File: src/hw/rtl/hll_pkg.sv
// ----------------------------------------------------------------------------
// hll_pkg: shared types and constants for the HyperLogLog sketch update
// Widths, limits and the work record passed from front to back.
// ----------------------------------------------------------------------------
package hll_pkg;

    localparam int MAX_PRECISION     = 14;
    localparam int SUM_FRACTION_BITS = 48;
    localparam int MIN_P             = 4;
    localparam int STORE_DEPTH       = 1 << MAX_PRECISION;
    localparam int IDX_W             = MAX_PRECISION;
    localparam int RANK_W            = 7;
    localparam int SUM_W             = 63;
    localparam int ZC_W              = 15;
    localparam int EST_W             = 40;
    localparam int ALPHA_W           = 48;
    localparam int HASH_W            = 64;
    localparam int CFG_DATA_W        = 48;
    localparam int CFG_IDX_W         = 2;
    localparam int DIV_STEPS         = 80;
    localparam int STEP_W            = 7;
    localparam int QDEPTH            = 2;

    localparam logic [CFG_IDX_W-1:0] CFG_PRECISION = 2'd0;
    localparam logic [CFG_IDX_W-1:0] CFG_WIDE      = 2'd1;
    localparam logic [CFG_IDX_W-1:0] CFG_ALPHA     = 2'd2;

    localparam logic [3:0]           PREC_RESET    = 4'd14;
    localparam logic [ALPHA_W-1:0]   ALPHA_RESET   = 48'd12688364142592;
    localparam logic [EST_W-1:0]     EST_MAX       = {EST_W{1'b1}};

    typedef struct packed {
        logic [IDX_W-1:0]  index;
        logic [RANK_W-1:0] rank;
    } work_t;

    typedef struct packed {
        logic [EST_W-1:0] estimate;
        logic [ZC_W-1:0]  zero_count;
        logic [SUM_W-1:0] harmonic_sum;
    } result_t;

    // effective precision, clamped to MIN_P..MAX_PRECISION
    function automatic logic [4:0] eff_p(input logic [3:0] p);
        logic [4:0] r;
        r = {1'b0, p};
        if (r < 5'(MIN_P)) r = 5'(MIN_P);
        if (r > 5'(MAX_PRECISION)) r = 5'(MAX_PRECISION);
        return r;
    endfunction

    // 2^(SUM_FRACTION_BITS - r), zero above SUM_FRACTION_BITS
    function automatic logic [SUM_W-1:0] term_of(input logic [RANK_W-1:0] r);
        logic [SUM_W-1:0] t;
        t = '0;
        if (r <= RANK_W'(SUM_FRACTION_BITS))
            t[SUM_FRACTION_BITS - r] = 1'b1;
        return t;
    endfunction

endpackage

File: src/hw/rtl/hll_stream_if.sv
// ----------------------------------------------------------------------------
// hll_hash_if, hll_result_if: valid/ready channels
// Each carries one payload of parameterless type per transfer.
// ----------------------------------------------------------------------------
interface hll_hash_if;
    logic        valid;
    logic        ready;
    logic [63:0] hash;
    modport source (output valid, output hash, input ready);
    modport sink   (input valid, input hash, output ready);
endinterface


File: src/hw/rtl/hll_front.sv
// ----------------------------------------------------------------------------
// hll_front: hash classifier and work queue
// Extracts register index and rank, queues work for the back end.
// ----------------------------------------------------------------------------
module hll_front (
    input  logic                  clk,
    input  logic                  rst_n,
    input  logic [3:0]            precision,
    input  logic                  hash_is_wide,
    input  logic                  flush,
    hll_hash_if.sink              in_ch,
    output logic                  wvalid,
    output hll_pkg::work_t        wdata,
    input  logic                  wready
);
    import hll_pkg::*;

    work_t           q_reg [QDEPTH];
    logic            rd_ptr_reg, wr_ptr_reg;
    logic [1:0]      cnt_reg;
    work_t           item;
    logic [4:0]      p;
    logic [6:0]      rest;
    logic [63:0]     h, hs, low;
    logic [6:0]      lz;
    logic            push, pop;

    assign p  = eff_p(precision);
    assign rest = (hash_is_wide ? 7'd64 : 7'd32) - {2'b0, p};
    assign h  = hash_is_wide ? in_ch.hash : {32'd0, in_ch.hash[31:0]};
    assign hs = h >> rest;
    // remaining bits left-aligned to bit 63, pad with ones past their end
    assign low = (h << (7'd64 - rest)) | ({64{1'b1}} >> rest);

    always_comb
    begin
        lz = 7'd0;
        for (int i = 63; i >= 0; i--)
        begin
            if (lz == 7'(63 - i) && !low[i])
                lz = 7'(64 - i);
        end
        item.index = hs[IDX_W-1:0];
        item.rank  = (lz >= rest) ? rest + 7'd1 : lz + 7'd1;
    end

    assign in_ch.ready = (cnt_reg != 2'(QDEPTH)) && !flush;
    assign push   = in_ch.valid && in_ch.ready;
    assign wvalid = cnt_reg != 2'd0;
    assign wdata  = q_reg[rd_ptr_reg];
    assign pop    = wvalid && wready;

    always_ff @(posedge clk)
    begin
        if (push)
            q_reg[wr_ptr_reg] <= item;
    end

    always_ff @(posedge clk or negedge rst_n)
    begin
        if (!rst_n)
        begin
            rd_ptr_reg <= 1'b0;
            wr_ptr_reg <= 1'b0;
            cnt_reg    <= 2'd0;
        end
        else
        begin
            if (push) wr_ptr_reg <= ~wr_ptr_reg;
            if (pop)  rd_ptr_reg <= ~rd_ptr_reg;
            cnt_reg <= cnt_reg + 2'(push) - 2'(pop);
        end
    end
endmodule

File: src/flat_wrapper.sv
// flat-port wrapper written by rule: the top's interface ports become plain ports
module hll_front_flat import hll_pkg::*;
  (clk, rst_n, precision, hash_is_wide, flush, wvalid, wdata, wready, in_ch_valid, in_ch_hash, in_ch_ready);
  hll_hash_if in_ch_i ();
  input  logic clk;
  input  logic rst_n;
  input  logic [3:0] precision;
  input  logic hash_is_wide;
  input  logic flush;
  output logic wvalid;
  output hll_pkg::work_t wdata;
  input  logic wready;
  input wire logic [$bits(in_ch_i.valid)-1:0] in_ch_valid;
  input wire logic [$bits(in_ch_i.hash)-1:0] in_ch_hash;
  output wire logic [$bits(in_ch_i.ready)-1:0] in_ch_ready;
  assign in_ch_i.valid = in_ch_valid;
  assign in_ch_i.hash = in_ch_hash;
  assign in_ch_ready = in_ch_i.ready;
  hll_front u_core (.clk(clk), .rst_n(rst_n), .precision(precision), .hash_is_wide(hash_is_wide), .flush(flush), .in_ch(in_ch_i), .wvalid(wvalid), .wdata(wdata), .wready(wready));
endmodule
File: config.mk
export PLATFORM = sky130hd
export DESIGN_NAME = hll_front_flat
export DESIGN_NICKNAME = d
export VERILOG_FILES = /design/src/hw/rtl/hll_pkg.sv /design/src/hw/rtl/hll_stream_if.sv /design/src/hw/rtl/hll_front.sv /design/src/flat_wrapper.sv
export SDC_FILE = /design/constraint.sdc
export NUM_CORES = 1
export LEC_CHECK = 0
export ABC_AREA = 1
export BUFFER_PORTS_ARGS = -buffer_cell sky130_fd_sc_hd__buf_4
export CAP_MARGIN = 40
export CORE_ASPECT_RATIO = 1.2
export CORE_MARGIN = 3
export CORE_UTILIZATION = 35
export CTS_CLUSTER_DIAMETER = 200
export CTS_CLUSTER_SIZE = 25
export DETAILED_ROUTE_END_ITERATION = 8
export GPL_ROUTABILITY_DRIVEN = 0
export GPL_TIMING_DRIVEN = 0
export PLACE_DENSITY_LB_ADDON = 0.3
export SLEW_MARGIN = 30
export SYNTH_ARGS = -nofsm -noshare
export SYNTH_HDL_FRONTEND = slang
export SYNTH_SLANG_ARGS = --single-unit
File: constraint.sdc
create_clock -name clk -period 2.4 [get_ports clk]
set_input_delay 0.12 -clock clk [delete_from_list [all_inputs] [get_ports clk]]
set_output_delay 0.12 -clock clk [all_outputs]
set_load 0.02 [all_outputs]
## After elaboration in Yosys (flattened, before gate mapping)

Memory sizes are Yosys's and may differ from the RTL's.
Cells that the tools add are included.

- Flip-flop bits (word level): 4
- Latch bits: 0
- RAM bits: 42
- Memory bits (read-only): 0
- Input port bits: 74
- Output and inout bits: 23
- Logic and storage cells: 285
- Memories: 1

- Add/sub/neg operators: 6
- $mul: 0
- Div/mod/pow operators: 0
- $lt $le $gt $ge: 3
- Eq/ne operators: 64
- Shift-type cells: 3
- Muxes and demuxes: 71
- Bitwise logic cells: 3
- Reductions and logical operators: 131

Memory list:

| memory | depth | bits a word | read ports | clocked after Yosys merged registers in | write ports | line | text |
|---|---|---|---|---|---|---|---|
| u_core.q_reg | 2 | 21 | 1 | 0 | 1 | hll_front.sv:18 | `work_t q_reg [QDEPTH];` |

Operators with widths:

| cell | number |
|---|---|
| $eq 6x6->1 const B | 32 |
| $mux 6 | 32 |
| $mux 5 | 17 |
| $eq 5x5->1 const B | 16 |
| $logic_and 1x1->1 | 66 |
| $logic_not 1->1 | 64 |
| $mux 64 | 1 |
| $or 64x64->64 | 1 |
| $shl 64x7->64 | 1 |
| $shr 64x7->14 | 1 |
| $shr 64x7->64 const A | 1 |
| $mux 4 | 9 |
| $eq 4x4->1 const B | 8 |
| $mux 7 | 3 |
| $add 7x1->7 const B | 2 |
| $eq 3x3->1 const B | 4 |
| $mux 3 | 4 |
| $ge 7x7->1 | 1 |
| $sub 7x5->7 | 1 |
| $sub 7x7->7 const A | 1 |
| $eq 2x2->1 const B | 2 |
| $gt 4x4->1 const B | 1 |
| $lt 4x3->1 const B | 1 |
| $mux 2 | 2 |
| other kinds (7) | 10 |

## Longest topological paths before layout

- Depth after elaboration: 200
- Gate-level depth with buffers: 79
- Depth with buffers taken out: 76

## Worst setup path before layout

No wires, ideal clock.

- Path kind: input to register
- Start point: in precision[3]
- End point: mem u_core.q_reg[0][4] in the netlist's numbering, data pin
- Setup time: 263 ps
- Data arrival time: 7639 ps
- Required time: 2137 ps
- Setup slack: -5502 ps
- Cell stages on the path: 58
- Buffers on the path: 8
- Cells stage by stage: inv_1 buf_2 nor2_4 buf_2 buf_2 buf_2 ha_1 clkbuf_1 nand4_4 buf_2 clkbuf_1 o21ai_1 nand2_1 o21ai_0 nor2_1 nand4_4 nor2_4 nand4_4 [22 not listed] nor2_2 nand4_2 clkinv_1 nand3_1 and2_1 ha_1 nand2_1 nor2_1 nand4_1 and3_1 clkbuf_1 inv_1 nand2_1 nand2_1 inv_1 ha_1 nand3_1 xnor2_1

RTL lines:

| what | line | text |
|---|---|---|
| start, declared | flat_wrapper.sv:7 | `input logic [3:0] precision;` |
| end, declared | hll_front.sv:18 |  |

==> impl_metrics.py <==
metrics = {
    "floorplanning": {
        "die_h_um": 177,
        "die_area_um2": 26200,
        "core_um2": 23500,
        "row_count": 61,
        "ios": 97,
        "start_util_pct": 36.1,
        "die_w_um": 148,
    },
    "grt": {
        "antenna_found_initial": 0,
        "grt_max_degree": 22,
        "globalRouteTotalUtil_pct": 28.4,
        "grt_overflow_total": 0,
        "grt_pass1_vias": 11000,
        "grt_pass1_wl_mm": 58.9,
    },
    "setup_path": {
        "slowest_stage": "clkbuf_1",
        "worstSetupPathType": "input pin to flip-flop",
        "cpPeakStageDelay_ns": 0.53,
        "r2r_cells": 3,
        "rr_endpoint": "u_core.q_reg[1][10]",
        "worst-r2r-setup-slack_ns": 0.66,
        "critPathLaunchType": "input pin",
        "arrival_ns": 7.29,
        "cp.required_ns": 2.43,
        "endpoint_kind": "flip-flop",
        "r2r-start": "u_core.cnt_reg[1]",
        "path_max_fanout": 10,
    },
    "route": {
        "drt-wirelength-per-cell_um": 19.0,
        "vias": 11700,
        "wl_mm": 38.4,
        "final_antenna_net_count": 0,
        "vias_per_cell": 5.78,
        "drt_iter0_markers": 1682,
        "route.detailed.drc": 0,
        "firstDrtPassIters": 6,
    },
    "clock_tree": {
        "clk_latency_ns": 0.28,
        "htreeDepth": 2,
        "numClockSinks": 46,
        "path_clk_slew_ns": 0.06,
        "cts_tree": "built",
        "cts-root-buf": "clkbuf_16",
        "clockBufferDepth": 2,
        "cts_inserted_buffers": 5,
    },
    "final_layout": {
        "drive_above_1_share_pct": 23.1,
        "syn_to_final_growth_pct": 32.0,
        "final_area_um2": 11200,
        "final_net_count": 1796,
        "largest_reg_flops": 42,
        "n_antenna_cell": 0,
        "finalNonFillerCells": 2025,
    },
    "synth": {
        "synth_ff_type": "edfxtp_1",
        "synth_commonest_cells": "nand2_1 (605), nand3_1 (234), inv_1 (138)",
        "syn_inst": 1534,
        "synth_edf_count": 42,
        "syn_area_per_cell_um2": 5.54,
        "syn_area_um2": 8500,
        "ys_ff_latch": 46,
        "yosys_warnings": 0,
        "yosysSeqAreaShare_pct": 16.0,
        "synthTopCellsByArea": "nand2_1 (27%), edfxtp_1 (15%), nand3_1 (14%)",
        "synth_async_sr_flop_share_pct": 8.70,
        "synth_top_area_share_pct": 26.7,
        "yosysUniqueCellTypes": 56,
        "synth_most_common_cell": "nand2_1",
        "yosys.area.top_type": "nand2_1",
    },
    "timing": {
        "finalHoldViolCount": 0,
        "clock_skew_ns": 0.00263,
        "period_share_pct": 302,
        "slew_headroom_pct": 51.8,
        "slew_viol_final": 0,
        "worst-slew-pin-transition_ns": 0.718,
        "min_period_ns": 7.26,
        "max_clock_freq_ghz": 0.138,
        "rsz0062_at_grt": "yes",
        "fin_ws_ns": -4.86,
        "setup-violations-final": 14,
    },
    "min_path": {
        "holdPathStages": 3,
        "hold_path.class": "input pin to flip-flop",
        "holdPathEnd": "u_core.rd_ptr_reg",
        "hold_start": "wready",
    },
    "status": {
        "status": "complete, but fails checks",
        "violations": "setup timing",
    },
    "place": {
        "place_area_um2": 9840,
        "dpl.hpwl_mm": 29.3,
        "place_inst": 1944,
        "io_buffers": 94,
    },
    "power_and_ir_drop": {
        "irDropWorstVdd_mv": 0.339,
        "power_density_nw_per_um2": 506,
        "leakagePower_nw": 5.58,
    },
    "flow_run": {
        "maxCapViolCount": 0,
    },
}
routing by layer:
layer / vias to the layer above / part of all wire [%] / global-route usage (%)
li1: 5440 / - / -
met1: 5251 / 36 / 34.1
met4: 0 / 8.2 / 17.7
met3: 216 / 10 / 5.48
met5: - / 0 / 0
met2: 790 / 45 / 46.8
cells in the final DEF, fill, tap and decap left out, types with 12 or more instances in the layout:
cell,instances
nand2_1,585
a21oi_1,39
nand2_2,14
nor2_4,26
o21ai_0,58
nand4_1,17
o21ai_1,48
buf_4,169
clkbuf_1,14
inv_1,130
buf_6,18
buf_2,15
clkbuf_2,13
o21ai_2,12
nand4_4,15
nor2_1,55
edfxtp_1,42
nand3_1,222
o211ai_1,24
per-stage QoR:
step / hold slack (ns) / power (mW) / utilization, % / setup TNS (ns) / setup WS [ns]
global route: 0.164 / 6.02 / 47.7 / -73.23 / -5.35
detailed placement: -0.0786 / 4.42 / 41.8 / -109.18 / -6.61
floorplan: -0.176 / 3.28 / - / -70.43 / -5.11
global placement: -0.0810 / 4.37 / 41.8 / -112.90 / -6.50
finish: 0.147 / 5.67 / 47.7 / -66.36 / -4.86
CTS: 0.147 / 5.39 / 46.2 / -64.67 / -4.76
worst max path at each step:
stage / start / to / slack [ns] / cells after the start
3_5_place_dp: precision[3] / u_core.q_reg[0][5] / -6.61 / 61
2_1_floorplan: precision[3] / u_core.q_reg[0][5] / -5.11 / 60
5_1_grt: precision[3] / u_core.q_reg[1][5] / -5.35 / 73
4_1_cts: precision[3] / u_core.q_reg[1][5] / -4.76 / 62
6_report: precision[3] / u_core.q_reg[1][5] / -4.86 / 51
3_3_place_gp: precision[3] / u_core.q_reg[0][4] / -6.50 / 62
final cells by class:
cell class | count | area [µm²]
clock inverters | 3 | 40.0
inverters | 151 | 609
flip-flops and latches | 46 | 1360
clock buffers | 5 | 125
repair buffers | 168 | 1310
multi-input cells | 1246 | 6660
plain buffers | 91 | 713
well taps | 315 | 394
fillers | 2506 | 12300
kinds of logic after synthesis:
| logic type | share of synthesized area (%) |
|---|---|
| fa+ha+maj | 1.91 |
| simple gates | 53.6 |
| compound gates | 15.6 |
| buf+inv | 11.8 |
| mux | 0.353 |
| xor+xnor | 0.619 |
| flops | 16.0 |
| other cells | 0.0884 |
worst max-delay path: cells and delay by family:
family                   cells  cell delay [ns]
adder cells (fa/ha/maj)      1             0.21
buffers and inverters       11             1.99
AND/OR/NAND/NOR             35             4.17
AO/OA/AOI/OAI                4             0.78
power by group:
group          internal, mW  total (mW)  switching [mW]
Combinational          1.33        3.82            2.49
Sequential             1.06        1.10          0.0463
Clock                 0.486       0.752           0.265
timing repair:
| action | 4_1_cts | 5_1_grt |
|---|---|---|
| resized for setup | 113 | 99 |
| buffers inserted | 60 | 16 |
| endpoints found under the setup margin | 42 | 42 |
| hold endpoints to repair | 4 | 0 |
| hold buffers | 1 | 0 |
| pin swaps | 49 | 51 |
Note: power is estimated with default switching activity, not from simulation.
